**src/hdl/ldfr_pkg.sv**
```systemverilog
`timescale 1ns / 1ps
// ----------------------------------------------------------------------------
// ldfr_pkg
// Shared types, constants and helpers for the LCD decimal field refresh block.
// ----------------------------------------------------------------------------
package ldfr_pkg;

	localparam int READING_W = 20;
	localparam int CURSOR_W  = 3;
	localparam int BYTE_W    = 8;

	// value / 10000 as (value * DIV10K_MUL) >> DIV10K_SHIFT, exact below 2**20
	localparam int DIV10K_MUL_W = 23;
	localparam logic [DIV10K_MUL_W-1:0] DIV10K_MUL = 23'd6871948;
	localparam int DIV10K_SHIFT = 36;
	localparam logic [13:0] TEN_THOUSAND = 14'd10000;

	// value / 100 as (value * DIV100_MUL) >> DIV100_SHIFT, exact below 10000
	localparam int DIV100_MUL_W = 13;
	localparam logic [DIV100_MUL_W-1:0] DIV100_MUL = 13'd5243;
	localparam int DIV100_SHIFT = 19;
	localparam logic [6:0] HUNDRED = 7'd100;

	localparam logic [BYTE_W-1:0] CMD_SET_ADDR = 8'h80;
	localparam logic [BYTE_W-1:0] ROW1_BASE    = 8'h40;
	localparam logic [BYTE_W-1:0] FIELD_COL    = 8'h08;
	localparam logic [BYTE_W-1:0] ASCII_ZERO   = 8'h30;
	localparam logic [BYTE_W-1:0] ASCII_DOT    = 8'h2E;

	localparam logic RS_COMMAND = 1'b0;
	localparam logic RS_DATA    = 1'b1;

	// write slots within one nine-write run
	localparam int SLOT_W = 4;
	localparam logic [SLOT_W-1:0] WR_ADDR    = 4'd0;
	localparam logic [SLOT_W-1:0] WR_INT_HI  = 4'd1;
	localparam logic [SLOT_W-1:0] WR_INT_LO  = 4'd2;
	localparam logic [SLOT_W-1:0] WR_DOT     = 4'd3;
	localparam logic [SLOT_W-1:0] WR_FRAC_3  = 4'd4;
	localparam logic [SLOT_W-1:0] WR_FRAC_2  = 4'd5;
	localparam logic [SLOT_W-1:0] WR_FRAC_1  = 4'd6;
	localparam logic [SLOT_W-1:0] WR_FRAC_0  = 4'd7;
	localparam logic [SLOT_W-1:0] WR_CURSOR  = 4'd8;

	// two-digit groups, each 0..99
	typedef struct packed {
		logic                row;
		logic [CURSOR_W-1:0] cursor;
		logic [6:0]          int_pair;
		logic [6:0]          frac_hi;
		logic [6:0]          frac_lo;
	} digits_t;

	// split 0..99 into tens and units, packed as {tens, units}
	function automatic logic [7:0] split_pair(input logic [6:0] v);
		logic [3:0] tens;
		logic [7:0] prod;
		logic [6:0] units;
		tens = 4'd0;
		for (int k = 1; k <= 9; k++) begin
			if (v >= 7'(k * 10))
				tens = tens + 4'd1;
		end
		prod = {1'b0, tens, 3'b000} + {3'b000, tens, 1'b0};
		units = v - prod[6:0];
		return {tens, units[3:0]};
	endfunction

	// column of the cursor digit; out-of-range codes sit on the leftmost digit
	function automatic logic [BYTE_W-1:0] cursor_col(input logic [CURSOR_W-1:0] c);
		logic [BYTE_W-1:0] col;
		case (c)
			3'd0: col = 8'h0E;
			3'd1: col = 8'h0D;
			3'd2: col = 8'h0C;
			3'd3: col = 8'h0B;
			3'd4: col = 8'h09;
			default: col = 8'h08;
		endcase
		return col;
	endfunction

endpackage

```
**src/hdl/ldfr_req_if.sv**
```systemverilog
`timescale 1ns / 1ps
// ----------------------------------------------------------------------------
// ldfr_req_if
// Request channel: row select, reading and cursor digit.
// ----------------------------------------------------------------------------
interface ldfr_req_if;
	logic                             valid;
	logic                             ready;
	logic                             cmd;
	logic [ldfr_pkg::READING_W-1:0]   reading;
	logic [ldfr_pkg::CURSOR_W-1:0]    cursor_digit;

	modport source(output valid, cmd, reading, cursor_digit, input ready);
	modport sink(input valid, cmd, reading, cursor_digit, output ready);
endinterface

```
**src/hdl/ldfr_wr_if.sv**
```systemverilog
`timescale 1ns / 1ps
// ----------------------------------------------------------------------------
// ldfr_wr_if
// LCD bus write channel: register select, data byte and end-of-run flag.
// ----------------------------------------------------------------------------
interface ldfr_wr_if;
	logic                          valid;
	logic                          ready;
	logic                          lcd_rs;
	logic [ldfr_pkg::BYTE_W-1:0]   lcd_byte;
	logic                          last;

	modport source(output valid, lcd_rs, lcd_byte, last, input ready);
	modport sink(input valid, lcd_rs, lcd_byte, last, output ready);
endinterface

```
**src/hdl/ldfr_conv.sv**
```systemverilog
`timescale 1ns / 1ps
// ----------------------------------------------------------------------------
// ldfr_conv
// Register the request and split the reading into three two-digit groups.
// ----------------------------------------------------------------------------
module ldfr_conv (
	input  logic                clk,
	input  logic                arst_n,
	ldfr_req_if.sink            req,
	output logic                digits_valid,
	input  logic                digits_take,
	output ldfr_pkg::digits_t   digits
);

	localparam int PROD_W = ldfr_pkg::READING_W + ldfr_pkg::DIV10K_MUL_W;
	localparam int LOPROD_W = 14 + ldfr_pkg::DIV100_MUL_W;

	logic en;

	logic                                vld_s1, vld_s2, vld_s3, vld_s4, vld_s5;
	logic                                row_s1, row_s2, row_s3, row_s4, row_s5;
	logic [ldfr_pkg::CURSOR_W-1:0]       cur_s1, cur_s2, cur_s3, cur_s4, cur_s5;
	logic [ldfr_pkg::READING_W-1:0]      val_s1, val_s2;
	logic [6:0]                          qhi_s2;
	logic [13:0]                         lo_s3, lo_s4;
	logic [6:0]                          pair_s3, pair_s4, pair_s5;
	logic [6:0]                          loh_s4, loh_s5, lol_s5;

	logic [PROD_W-1:0]                   prod_hi;
	logic [ldfr_pkg::READING_W-1:0]      qhi_scaled;
	logic [ldfr_pkg::READING_W-1:0]      lo_full;
	logic [LOPROD_W-1:0]                 prod_lo;
	logic [13:0]                         loh_scaled;
	logic [13:0]                         lol_full;

	assign en = !vld_s5 || digits_take;
	assign req.ready = en;

	assign prod_hi    = PROD_W'(val_s1) * PROD_W'(ldfr_pkg::DIV10K_MUL);
	assign qhi_scaled = ldfr_pkg::READING_W'(qhi_s2) * ldfr_pkg::READING_W'(ldfr_pkg::TEN_THOUSAND);
	assign lo_full    = val_s2 - qhi_scaled;
	assign prod_lo    = LOPROD_W'(lo_s3) * LOPROD_W'(ldfr_pkg::DIV100_MUL);
	assign loh_scaled = 14'(loh_s4) * 14'(ldfr_pkg::HUNDRED);
	assign lol_full   = lo_s4 - loh_scaled;

	always_ff @(posedge clk or negedge arst_n) begin
		if (!arst_n) begin
			vld_s1 <= 1'b0;
			vld_s2 <= 1'b0;
			vld_s3 <= 1'b0;
			vld_s4 <= 1'b0;
			vld_s5 <= 1'b0;
		end else if (en) begin
			vld_s1 <= req.valid;
			vld_s2 <= vld_s1;
			vld_s3 <= vld_s2;
			vld_s4 <= vld_s3;
			vld_s5 <= vld_s4;
		end
	end

	always_ff @(posedge clk) begin
		if (en) begin
			row_s1  <= req.cmd;
			cur_s1  <= req.cursor_digit;
			val_s1  <= req.reading;

			row_s2  <= row_s1;
			cur_s2  <= cur_s1;
			val_s2  <= val_s1;
			qhi_s2  <= prod_hi[ldfr_pkg::DIV10K_SHIFT +: 7];

			row_s3  <= row_s2;
			cur_s3  <= cur_s2;
			lo_s3   <= lo_full[13:0];
			pair_s3 <= (qhi_s2 >= ldfr_pkg::HUNDRED) ? qhi_s2 - ldfr_pkg::HUNDRED : qhi_s2;

			row_s4  <= row_s3;
			cur_s4  <= cur_s3;
			lo_s4   <= lo_s3;
			pair_s4 <= pair_s3;
			loh_s4  <= prod_lo[ldfr_pkg::DIV100_SHIFT +: 7];

			row_s5  <= row_s4;
			cur_s5  <= cur_s4;
			pair_s5 <= pair_s4;
			loh_s5  <= loh_s4;
			lol_s5  <= lol_full[6:0];
		end
	end

	assign digits_valid     = vld_s5;
	assign digits.row       = row_s5;
	assign digits.cursor    = cur_s5;
	assign digits.int_pair  = pair_s5;
	assign digits.frac_hi   = loh_s5;
	assign digits.frac_lo   = lol_s5;

endmodule

```
**src/hdl/ldfr_ser.sv**
```systemverilog
`timescale 1ns / 1ps
// ----------------------------------------------------------------------------
// ldfr_ser
// Hold one converted request and issue its nine LCD bus writes in order.
// ----------------------------------------------------------------------------
module ldfr_ser (
	input  logic                clk,
	input  logic                arst_n,
	input  logic                digits_valid,
	output logic                digits_take,
	input  ldfr_pkg::digits_t   digits,
	ldfr_wr_if.source           wr
);

	logic                                 vld_q;
	logic [ldfr_pkg::SLOT_W-1:0]          slot_q;
	logic                                 row_q;
	logic [ldfr_pkg::CURSOR_W-1:0]        cur_q;
	logic [7:0]                           int_q, fhi_q, flo_q;
	logic [ldfr_pkg::BYTE_W-1:0]          base;
	logic                                 run_done;

	assign run_done    = wr.ready && (slot_q == ldfr_pkg::WR_CURSOR);
	assign digits_take = !vld_q || run_done;

	always_ff @(posedge clk or negedge arst_n) begin
		if (!arst_n) begin
			vld_q  <= 1'b0;
			slot_q <= ldfr_pkg::WR_ADDR;
		end else if (digits_take) begin
			vld_q  <= digits_valid;
			slot_q <= ldfr_pkg::WR_ADDR;
		end else if (wr.ready) begin
			slot_q <= slot_q + ldfr_pkg::SLOT_W'(1);
		end
	end

	always_ff @(posedge clk) begin
		if (digits_take && digits_valid) begin
			row_q <= digits.row;
			cur_q <= digits.cursor;
			int_q <= ldfr_pkg::split_pair(digits.int_pair);
			fhi_q <= ldfr_pkg::split_pair(digits.frac_hi);
			flo_q <= ldfr_pkg::split_pair(digits.frac_lo);
		end
	end

	assign base = ldfr_pkg::CMD_SET_ADDR | (row_q ? ldfr_pkg::ROW1_BASE : 8'h00);

	always_comb begin
		wr.lcd_rs   = ldfr_pkg::RS_DATA;
		wr.lcd_byte = ldfr_pkg::ASCII_ZERO;
		case (slot_q)
			ldfr_pkg::WR_ADDR: begin
				wr.lcd_rs   = ldfr_pkg::RS_COMMAND;
				wr.lcd_byte = base | ldfr_pkg::FIELD_COL;
			end
			ldfr_pkg::WR_INT_HI: wr.lcd_byte = ldfr_pkg::ASCII_ZERO | {4'h0, int_q[7:4]};
			ldfr_pkg::WR_INT_LO: wr.lcd_byte = ldfr_pkg::ASCII_ZERO | {4'h0, int_q[3:0]};
			ldfr_pkg::WR_DOT:    wr.lcd_byte = ldfr_pkg::ASCII_DOT;
			ldfr_pkg::WR_FRAC_3: wr.lcd_byte = ldfr_pkg::ASCII_ZERO | {4'h0, fhi_q[7:4]};
			ldfr_pkg::WR_FRAC_2: wr.lcd_byte = ldfr_pkg::ASCII_ZERO | {4'h0, fhi_q[3:0]};
			ldfr_pkg::WR_FRAC_1: wr.lcd_byte = ldfr_pkg::ASCII_ZERO | {4'h0, flo_q[7:4]};
			ldfr_pkg::WR_FRAC_0: wr.lcd_byte = ldfr_pkg::ASCII_ZERO | {4'h0, flo_q[3:0]};
			ldfr_pkg::WR_CURSOR: begin
				wr.lcd_rs   = ldfr_pkg::RS_COMMAND;
				wr.lcd_byte = base | ldfr_pkg::cursor_col(cur_q);
			end
			default: begin
				wr.lcd_rs   = ldfr_pkg::RS_COMMAND;
				wr.lcd_byte = ldfr_pkg::ASCII_ZERO;
			end
		endcase
	end

	assign wr.valid = vld_q;
	assign wr.last  = (slot_q == ldfr_pkg::WR_CURSOR);

endmodule

```
**src/hdl/lcd_decimal_field_refresh_top.sv**
```systemverilog
`timescale 1ns / 1ps
// ----------------------------------------------------------------------------
// lcd_decimal_field_refresh_top
// Turn a reading request into the nine bus writes that redraw one LCD field.
// ----------------------------------------------------------------------------
// Usage:
//   req: one request per handshake (cmd = row, reading, cursor_digit).
//   wr:  bus writes, one per handshake: set-address to column 8 of the row,
//        seven ASCII bytes (two integer digits, '.', four fraction digits),
//        then a set-address that parks the cursor on the chosen digit; last
//        marks the ninth write. Only the low six decimal digits are shown.
//   Conversion: a five-stage pipeline of constant reciprocal multiplies;
//   its result is registered in the serializer before the first write
//   of a request is valid.
//   Throughput: one write per cycle while wr.ready is high; if the next
//   request is already converted, its first write follows the previous
//   last write with no gap. Up to five requests queue in the pipeline.
//   Stall: while wr.ready is low the current write holds; req.ready
//   drops while the last stage holds a result not yet taken.
//   Reset: arst_n clears all valid flags; no write is pending afterwards.
// ----------------------------------------------------------------------------
module lcd_decimal_field_refresh_top (
	input  logic        clk,
	input  logic        arst_n,
	ldfr_req_if.sink    req,
	ldfr_wr_if.source   wr
);

	logic                digits_valid;
	logic                digits_take;
	ldfr_pkg::digits_t   digits;

	ldfr_conv u_conv (
		.clk          (clk),
		.arst_n       (arst_n),
		.req          (req),
		.digits_valid (digits_valid),
		.digits_take  (digits_take),
		.digits       (digits)
	);

	ldfr_ser u_ser (
		.clk          (clk),
		.arst_n       (arst_n),
		.digits_valid (digits_valid),
		.digits_take  (digits_take),
		.digits       (digits),
		.wr           (wr)
	);

`ifndef SYNTHESIS
	a_run_unbroken: assert property (@(posedge clk) disable iff (!arst_n)
		wr.valid && wr.ready && !wr.last |=> wr.valid)
		else $error("write run broken before its last write");

	a_last_is_cmd: assert property (@(posedge clk) disable iff (!arst_n)
		wr.valid && wr.last |-> (wr.lcd_rs == ldfr_pkg::RS_COMMAND) && wr.lcd_byte[7])
		else $error("last write is not a set-address command");

	a_data_ascii: assert property (@(posedge clk) disable iff (!arst_n)
		wr.valid && (wr.lcd_rs == ldfr_pkg::RS_DATA) |->
		(wr.lcd_byte >= 8'h30 && wr.lcd_byte <= 8'h39) || (wr.lcd_byte == ldfr_pkg::ASCII_DOT))
		else $error("data write is not a digit or decimal point");

	a_next_starts_addr: assert property (@(posedge clk) disable iff (!arst_n)
		wr.valid && wr.ready && wr.last ##1 wr.valid |-> !wr.lcd_rs && !wr.last)
		else $error("run does not open with a set-address command");
`endif

endmodule
```
**src/flat_wrapper.sv**
```systemverilog
// flat-port wrapper written by rule: the top's interface ports become plain ports
module lcd_decimal_field_refresh_top_flat 
  (clk, arst_n, req_valid, req_cmd, req_reading, req_cursor_digit, req_ready, wr_valid, wr_lcd_rs, wr_lcd_byte, wr_last, wr_ready);
  ldfr_req_if req_i ();
  ldfr_wr_if wr_i ();
  input  logic clk;
  input  logic arst_n;
  input wire logic [$bits(req_i.valid)-1:0] req_valid;
  input wire logic [$bits(req_i.cmd)-1:0] req_cmd;
  input wire logic [$bits(req_i.reading)-1:0] req_reading;
  input wire logic [$bits(req_i.cursor_digit)-1:0] req_cursor_digit;
  output wire logic [$bits(req_i.ready)-1:0] req_ready;
  output wire logic [$bits(wr_i.valid)-1:0] wr_valid;
  output wire logic [$bits(wr_i.lcd_rs)-1:0] wr_lcd_rs;
  output wire logic [$bits(wr_i.lcd_byte)-1:0] wr_lcd_byte;
  output wire logic [$bits(wr_i.last)-1:0] wr_last;
  input wire logic [$bits(wr_i.ready)-1:0] wr_ready;
  assign req_i.valid = req_valid;
  assign req_i.cmd = req_cmd;
  assign req_i.reading = req_reading;
  assign req_i.cursor_digit = req_cursor_digit;
  assign req_ready = req_i.ready;
  assign wr_valid = wr_i.valid;
  assign wr_lcd_rs = wr_i.lcd_rs;
  assign wr_lcd_byte = wr_i.lcd_byte;
  assign wr_last = wr_i.last;
  assign wr_i.ready = wr_ready;
  lcd_decimal_field_refresh_top u_core (.clk(clk), .arst_n(arst_n), .req(req_i), .wr(wr_i));
endmodule
```
**config.mk**
```make
export PLATFORM = sky130hd
export DESIGN_NAME = lcd_decimal_field_refresh_top_flat
export DESIGN_NICKNAME = d
export VERILOG_FILES = /design/src/hdl/ldfr_pkg.sv /design/src/hdl/ldfr_req_if.sv /design/src/hdl/ldfr_wr_if.sv /design/src/hdl/ldfr_conv.sv /design/src/hdl/ldfr_ser.sv /design/src/hdl/lcd_decimal_field_refresh_top.sv /design/src/flat_wrapper.sv
export SDC_FILE = /design/constraint.sdc
export NUM_CORES = 1
export LEC_CHECK = 0
export BUFFER_PORTS_ARGS = -buffer_cell sky130_fd_sc_hd__clkbuf_2
export CORE_UTILIZATION = 50
export CTS_CLUSTER_SIZE = 25
export DETAILED_ROUTE_END_ITERATION = 8
export GPL_TIMING_DRIVEN = 0
export HOLD_SLACK_MARGIN = 0.03
export PLACE_DENSITY_LB_ADDON = 0.2
export RECOVER_POWER = 25
export SLEW_MARGIN = 20
export SYNTH_ARGS = -nofsm -noshare
export SYNTH_HDL_FRONTEND = slang
export SYNTH_SLANG_ARGS = --single-unit
```
**constraint.sdc**
```tcl
create_clock -name clk -period 12.1 [get_ports clk]
set_input_delay 3.63 -clock clk [delete_from_list [all_inputs] [get_ports clk]]
set_output_delay 3.63 -clock clk [all_outputs]
set_load 0.01 [all_outputs]
```
Word-level counts from Yosys, hierarchy flattened
Index checks and enable logic that the tools add are counted.
{"block": "word_totals", "latch_bits": 0, "ff_bits": 162, "wordCells": 184, "ram_bits": 0, "romBits": 0, "mem_count": 0, "output_inout_bits": 12}
{"block": "classes", "n_bitwise": 1, "n_mux": 62, "magnitude_cmp": 28, "n_mul": 4, "n_reduce_logical": 10, "n_addsub": 34, "shift": 0, "eq_ne": 12, "div_mod_pow": 0}
{"cell": "2-to-1 mux 4 bit", "count": 53}
{"cell": "adder 4 x 1 -> 4 bit, second input constant", "count": 25}
{"cell": "one-hot mux 8 bit (9 select lines)", "count": 1}
{"cell": "greater-or-equal comparator 7 bit, second input constant", "count": 10}
{"cell": "greater-or-equal comparator 7 x 6 -> 1 bit, second input constant", "count": 9}
{"cell": "greater-or-equal comparator 7 x 5 -> 1 bit, second input constant", "count": 6}
{"cell": "multiplier 20 x 21 -> 41 bit, second input constant", "count": 1}
{"cell": "multiplier 14 x 13 -> 26 bit, second input constant", "count": 1}
{"cell": "greater-or-equal comparator 7 x 4 -> 1 bit, second input constant", "count": 3}
{"cell": "== test 4 x 3 -> 1 bit, second input constant", "count": 4}
{"cell": "one-hot mux 3 bit (5 select lines)", "count": 1}
{"cell": "2-to-1 mux 7 bit", "count": 2}
{"cell": "subtractor 14 bit", "count": 1}
{"cell": "adder 4 bit", "count": 3}
{"cell": "subtractor 4 bit", "count": 3}
{"cell": "multiplier 7 x 10 -> 10 bit, second input constant", "count": 1}
{"cell": "== test 4 x 2 -> 1 bit, second input constant", "count": 2}
{"cell": "2-to-1 mux 8 bit", "count": 1}
{"cell": "OR 8 bit", "count": 1}
{"cell": "multiplier 7 x 5 -> 5 bit, second input constant", "count": 1}
{"cell": "OR reduction 7 bit", "count": 1}
{"cell": "subtractor 7 bit", "count": 1}
{"cell": "subtractor 7 bit, second input constant", "count": 1}
{"cell": "== test 3 x 2 -> 1 bit, second input constant", "count": 2}
{"cell": "11 further kinds", "count": 17}

Longest topological paths before layout
Gate-level depths: netlist (run 1).
{"block": "logic_depth", "depth_word": 31, "mapped_depth": 33, "depth_no_buf": 33}

Modules after synthesis
From an unflattened synthesis (run 1), not the netlist that was laid out.
{"block": "hier_totals", "hier_cells": 1851, "area_unflattened_um2": 19932.9}
{"mod": "ldfr_conv", "cells_each": 1359, "seq_area_each_um2": 3848.7, "area_each_um2": 15687.5, "n_inst": 1}
{"mod": "ldfr_ser", "cells_each": 492, "seq_area_each_um2": 965.9, "area_each_um2": 4245.3, "n_inst": 1}

Worst setup path before layout (run 1)
Ideal clock, no wire load.
{"block": "synth_timing", "kind": "input port to output port", "from": "input port wr_ready", "to": "output port req_ready", "required_ps": 8470, "arrival_ps": 6617, "n_path_buf": 0, "stages": 2, "path_slack_ps": 1853, "cell_sequence": "nand2_1 > nand3_1"}
{"block": "synth_between", "elab_chain_len": 3}
{"item": "start: declaration", "line": "flat_wrapper.sv:17", "source": "input wire logic [$bits(wr_i.ready)-1:0] wr_ready;"}
{"item": "logical AND 1 bit", "line": "ldfr_ser.sv:23", "source": "assign run_done = wr.ready && (slot_q == ldfr_pkg::WR_CURSOR);"}
{"item": "logical OR 1 bit", "line": "ldfr_ser.sv:24", "source": "assign digits_take = !vld_q || run_done;"}
{"item": "logical OR 1 bit", "line": "ldfr_conv.sv:36", "source": "assign en = !vld_s5 || digits_take;"}
{"item": "end: declaration", "line": "flat_wrapper.sv:12", "source": "output wire logic [$bits(req_i.ready)-1:0] req_ready;"}
Every way passes these cells.

Final worst setup path (run 1)
Same ends and word-level chain as after synthesis.

==> out/metrics.cfg, run 1 <==
[sta]
max_freq_mhz = 118
setup_violations = 0
fin_ws_ps = 3620
slew_violations = 0
worstMarginPinSlew_ps = 870
period_minus_slack_ps = 8480
finalClockSkew_ps = 15.7
finalCritPeriodShare = 0.701
hold_viol = 0
slew_headroom = 0.405
rsz0062_at_grt = no

[global_routing]
grtUsageTotal = 0.208
overflow = 0
grt_pass1_vias = 12800
grt_pass1_wl_mm = 62.9
grt_max_degree = 52
antenna_found_initial = 0

[min_path]
hp-start = u_core.u_conv.val_s2[0]$_DFFE_PP_
hold_class = reg2reg
hold-path-endpoint = u_core.u_conv.lo_s3[0]$_DFFE_PP_
hold_depth = 0

[synthesis]
ys_seq_area_frac = 0.252
synth_edf_count = 152
synthCells = 1739
yosys_register_bits = 162
synthArstFlopShare = 0.0617
synthesis.nets = 2350
yosysUniqueCellTypes = 78
synth_area_leaders = edfxtp_1, ha_1, fa_1
avgSynthCellArea_um2 = 11.0
yosysWarnings = 0
synth_common_cells = inv_1, ha_1, fa_1
yosysTopAreaCell = edfxtp_1
synthFlopType = edfxtp_1
synth_most_common_cell = inv_1
synth_top_area_frac = 0.239
syn_area_mm2 = 0.0191

[clock_tree]
htreeDepth = 4
cts_buffer_depth = 2
clkSinkCount = 162
ctsHoldBuffers = 0
cts_buffers = 17
post_cts_buffers = 0
cts-root-buf = clkbuf_16
cts_resized = 0
clkLatencyLatePin_ps = 460
tritoncts = built
clkTransAtPathRegs_ps = 90

[route]
wl_per_cell_um = 16.0
routed_wl_mm = 37.1
vias = 12000
drc = 0
dr.pass1.iters = 5
drt_iter0_markers = 410
vias_per_cell = 5.17
ant_nets = 0

[final_layout]
n_fill_cell = 3296
diodes = 0
drive_gt1_frac = 0.0645
synthToLayoutAreaGrowth_pct = 8.12
finalNetCount = 2411

[placed_design]
gp_congestion = 0.861
post-place-ws_ps = 3640
dp_hpwl_mm = 31.1
io_buffer_count = 39

[worst_setup_path]
worstPathArrival_ps = 4850
r2r_slack_ps = 4700
crit_buf_inv = 4
worstPathRequired_ps = 8470
crit_chain = clkbuf_2 -> nand2_1 -> nand3_4 -> buf_16 -> buf_16 -> clkbuf_2
slowest_delay_ps = 270
worstPathMaxFanout = 51
timing.rr.end = u_core.u_conv.qhi_s2[6]$_DFFE_PP_
r2r_cells = 20
cp_slowest_cell = buf_16
setup.worst_path.end_class = output pin
critical_path_class = in2out
worst_r2r_startpoint = u_core.u_conv.val_s1[8]$_DFFE_PP_
start_kind = input pin
cp_top_family = buffers and inverters

[die]
die_w_um = 198
core_region_area_mm2 = 0.0377
die_area_mm2 = 0.0390
placementRows = 71
start_util = 0.508
boundaryPins = 40
die_h_um = 198

[outcome]
outcome = finished clean

[job]
drv_cap = 0

==> logic make-up (layout without fill, tap and decap cells) <==
family,count (synthesis),in the layout,share of synthesized area
fa+ha+maj,583,583,0.468
buf+inv,447,521,0.0890
simple gates,226,226,0.0592
compound gates,199,199,0.0708
flops,162,162,0.252
xor+xnor,104,104,0.0508
mux,18,18,0.0101
==> worst max path at each step <==
stage / from / end / slack, ps / depth (start not counted)
2_1_floorplan: wr_ready / req_ready / 1850 / 2
4_1_cts: wr_ready / req_ready / 3630 / 6
5_1_grt: wr_ready / req_ready / 3530 / 6
3_3_place_gp: wr_ready / req_ready / -710 / 4
3_5_place_dp: wr_ready / req_ready / 3640 / 6
6_report: wr_ready / req_ready / 3620 / 6
==> per-layer routing <==
metal,vias up,global-route usage,share of wire
met1,5892,0.253,0.43
met3,47,0.0282,0.027
li1,5889,-,-
met4,0,0.0586,0.019
met5,-,0,0
met2,190,0.383,0.52
==> worst reg2reg max path, cell delays in order, from the launching register on <==
cell and delay, ps:
edfxtp_1 630, ha_1 550, inv_1 100, fa_1 500
fa_1 520, inv_1 50, fa_1 480, fa_1 560
inv_1 60, fa_1 410, inv_1 70, fa_1 420
ha_1 320, a211oi_1 220, nand2_1 160, o221ai_1 280
a221oi_1 160, o41ai_1 690, o221ai_1 400, or4_1 560
nand3_1 100
==> through the flow <==
stage	TNS, ps	cell area (um2)	utilization	cells	hold slack (ps)
floorplan	0	19100	-	1739	400
global placement	-713	20000	0.530	2289	403
detailed placement	0	20100	0.532	2292	405
CTS	0	20700	0.549	2324	403
global route	0	20700	0.549	2324	412
finish	0	20700	0.549	2324	404
==> flip-flops by register name, summed over array words and instances (netlist names), 4 cells and up <==
signal / cells
u_core.u_conv.loh_s4: 7
u_core.u_conv.pair_s4: 7
u_core.u_conv.lol_s5: 7
u_core.u_conv.pair_s5: 7
u_core.u_conv.pair_s3: 7
u_core.u_conv.loh_s5: 7
u_core.u_ser.flo_q: 8
u_core.u_ser.fhi_q: 8
u_core.u_conv.val_s1: 20
u_core.u_ser.int_q: 8
u_core.u_conv.val_s2: 14
u_core.u_conv.lo_s3: 14
u_core.u_conv.qhi_s2: 7
u_core.u_conv.lo_s4: 7
u_core.u_ser.slot_q: 4
==> layout by cell type (no fill, tap or decap), drive strengths merged, types with 4 or more instances in the layout <==
cell and count:
and4 4, dfrtp 10, and3 4, nand3 18, mux2 11, nor3 16, o41ai 4, nand2b 8
edfxtp 152, clkinv 7, o211ai 4, nor2b 10, nor2 45, inv 426, o31ai 6, and2 10
xnor2 79, a31oi 8, nand2 71, a22oi 9, a21o 22, mux2i 7, fa 222, or3 6
a21oi 40, o21ai 45, xor2 23, clkbuf 69, a41oi 4, ha 361, or2 6, o21a 10
nand4 11, buf 17, a21boi 8, nor4 6
==> layout make-up <==
| type | instances | area (um2) | area share |
|---|---|---|---|
| clock buffers | 18 | 439 | 0.0212 |
| repair buffers | 42 | 270 | 0.0131 |
| flip-flops and latches | 162 | 4810 | 0.233 |
| clock inverters | 14 | 190 | 0.00919 |
| plain buffers | 26 | 123 | 0.00593 |
| inverters | 421 | 1580 | 0.0764 |
| multi-input cells | 1130 | 12600 | 0.610 |
| well taps | 511 | 639 | 0.0309 |
Power of run 1 is left out: the tool's default activity adds up to more than one toggle a clock period on the data nets, which glitch-free logic cannot reach.
==> run 2: changes to the inputs <==
==> constraint.sdc (replaced) <==
create_clock -name clk -period 7.58 [get_ports clk]
set_input_delay 2.274 -clock clk [delete_from_list [all_inputs] [get_ports clk]]
set_output_delay 2.274 -clock clk [all_outputs]
set_load 0.01 [all_outputs]
==> run 2 against run 1 <==
  * Die area is the same
  * Routed wire length is essentially flat
  * Critical path depth increased by 14
  * Final cell count unchanged
  * Via count is essentially flat
  * Clock-buffer cell count stayed put
  * Worst hold slack about the same
  * Global-route usage is the same
  * Clock skew about the same
  * Cell area about the same
  * Setup slack worse by 3200 ps
  * Utilization hardly changed
  * Highest routed layer unchanged
==> out/metrics.cfg, run 2 (same netlist as run 1, synthesis figures left out) <==
[outcome]
outcome = finished clean

[worst_setup_path]
worstPathRequired_ps = 7890  ; -580 ps
start_kind = register
worstPathArrival_ps = 7470  ; +2620 ps
worstPathMaxFanout = 7  ; -86%
setup.worst_path.end_class = register
critical_path_class = reg2reg

[sta]
slew_violations = 0  ; unchanged
setup_violations = 0  ; unchanged
finalClockSkew_ps = 16.1  ; +0.410 ps
rsz0062_at_grt = no
finalCritPeriodShare = 0.945
whs_ps = 404  ; -0.00400 ps
period_minus_slack_ps = 7160
hold_viol = 0  ; unchanged
slew_headroom = 0.414  ; +0.00931
max_freq_mhz = 140
worstMarginPinSlew_ps = 857  ; -13.6 ps

[clock_tree]
clkSinkCount = 162  ; unchanged
post_cts_buffers = 0  ; unchanged
cts_buffer_depth = 2  ; unchanged
cts-root-buf = clkbuf_16
clkTransAtPathRegs_ps = 90  ; about the same
htreeDepth = 4  ; unchanged
cts_buffers = 17  ; unchanged
tritoncts = built
clkLatencyLatePin_ps = 460  ; about the same

[final_layout]
largest_reg_flops = 20  ; unchanged
final_common_cell = inv_1
finalNetCount = 2411  ; unchanged
synthToLayoutAreaGrowth_pct = 8.15  ; about the same
final_cell_mix = inv_1, ha_1, fa_1
diodes = 0  ; unchanged
drive_gt1_frac = 0.0645  ; unchanged
regMostFlops = u_core.u_conv.val_s1
n_fill_cell = 3294  ; -0.061%
fin_util = 0.549  ; about the same
instances_no_fill = 2324  ; unchanged
reg.largest.list = u_core.u_conv.val_s1: 20 flops, u_core.u_conv.lo_s3: 14 flops, u_core.u_conv.val_s2: 14 flops

[route]
vias = 12000  ; -0.050%
dr.pass1.iters = 5  ; unchanged
vias_per_cell = 5.17  ; about the same
routed_wl_mm = 37.1  ; about the same
wl_per_cell_um = 16.0  ; about the same
drt_iter0_markers = 408  ; -0.49%
ant_nets = 0  ; unchanged
drc = 0  ; unchanged

[die]
die_w_um = 198  ; unchanged
die_h_um = 198  ; unchanged
start_util = 0.508  ; unchanged
placementRows = 71  ; unchanged
core_region_area_mm2 = 0.0377  ; unchanged
boundaryPins = 40  ; unchanged
die_area_mm2 = 0.0390  ; unchanged

[placed_design]
dp_hpwl_mm = 31.1  ; unchanged
dp_cells = 2292  ; unchanged
gp_congestion = 0.861  ; unchanged
io_buffer_count = 39  ; unchanged

[min_path]
hold_class = reg2reg

[global_routing]
grt_max_degree = 52  ; unchanged
overflow = 0  ; unchanged
grtUsageTotal = 0.208  ; unchanged
grt_pass1_wl_mm = 62.9  ; unchanged
grt_pass1_vias = 12800  ; unchanged
antenna_found_initial = 0  ; unchanged

[job]
drv_cap = 0  ; unchanged

==> run 2: cell counts in the layout (fill, tap and decap cells not counted) <==
No cell type changed its count.
==> run 2: layout make-up <==
cell class / count / area (um2) / area share
clock buffer: 18 / 439 / 0.0212
timing repair buffer: 42 / 269 / 0.0130
tap: 511 / 639 / 0.0309
buffer: 26 / 123 / 0.00593
clock inverter: 14 / 190 / 0.00919
multi-input combinational: 1130 / 12600 / 0.611
sequential: 162 / 4810 / 0.233
inverter: 421 / 1580 / 0.0764
==> run 2: path summary, 6_finish.rpt <==
kind                       cells after the start  slack (ps)                                      to                              start
setup / recovery                              20         420       u_core.u_conv.qhi_s2[6]$_DFFE_PP_  u_core.u_conv.val_s1[8]$_DFFE_PP_
hold / removal                                 0         400        u_core.u_conv.lo_s3[0]$_DFFE_PP_  u_core.u_conv.val_s2[0]$_DFFE_PP_
setup reg to reg                              20         420       u_core.u_conv.qhi_s2[6]$_DFFE_PP_  u_core.u_conv.val_s1[8]$_DFFE_PP_
hold reg to reg                                0         400        u_core.u_conv.lo_s3[0]$_DFFE_PP_  u_core.u_conv.val_s2[0]$_DFFE_PP_
max in group asynchronous                      1        5350      u_core.u_ser.slot_q[1]$_DFFE_PN0P_                             arst_n
min in group asynchronous                      1        1820  u_core.u_conv.digits_valid$_DFFE_PN0P_                             arst_n
==> run 2: metrics by stage <==
step | setup TNS [ps] | area, um2 | worst slack, ps
3_3_place_gp | -135130 | 20000 | -2520
6_report | 0 | 20700 | 420
2_1_floorplan | 0 | 19100 | 44.8
3_5_place_dp | 0 | 20100 | 100
4_1_cts | 0 | 20700 | 51.0
5_1_grt | 0 | 20700 | 98.1
==> run 2: critical path, cell delays in order (launching register included) <==
cell and delay, ps:
edfxtp_1 630, ha_1 540, inv_1 100, fa_1 500
fa_1 520, inv_1 50, fa_1 480, fa_1 560
inv_1 60, fa_1 410, inv_1 70, fa_1 420
ha_1 320, a211oi_1 220, nand2_1 160, o221ai_1 280
a221oi_1 170, o41ai_2 500, o221ai_1 360, or4_1 560
nand3_1 100
==> run 2: routing by layer <==
metal	GRT usage	wire length, um
met3	0.0282	972
met1	0.253	15900
met5	0	0
met2	0.383	19400
met4	0.0586	737
==> run 2: timing repair <==
action | CTS | global route
hold buffers | 0 | 0
endpoints found under the setup margin | 0 | 2
gates resized for setup | 0 | 1
Power of run 2 is left out for the same reason.
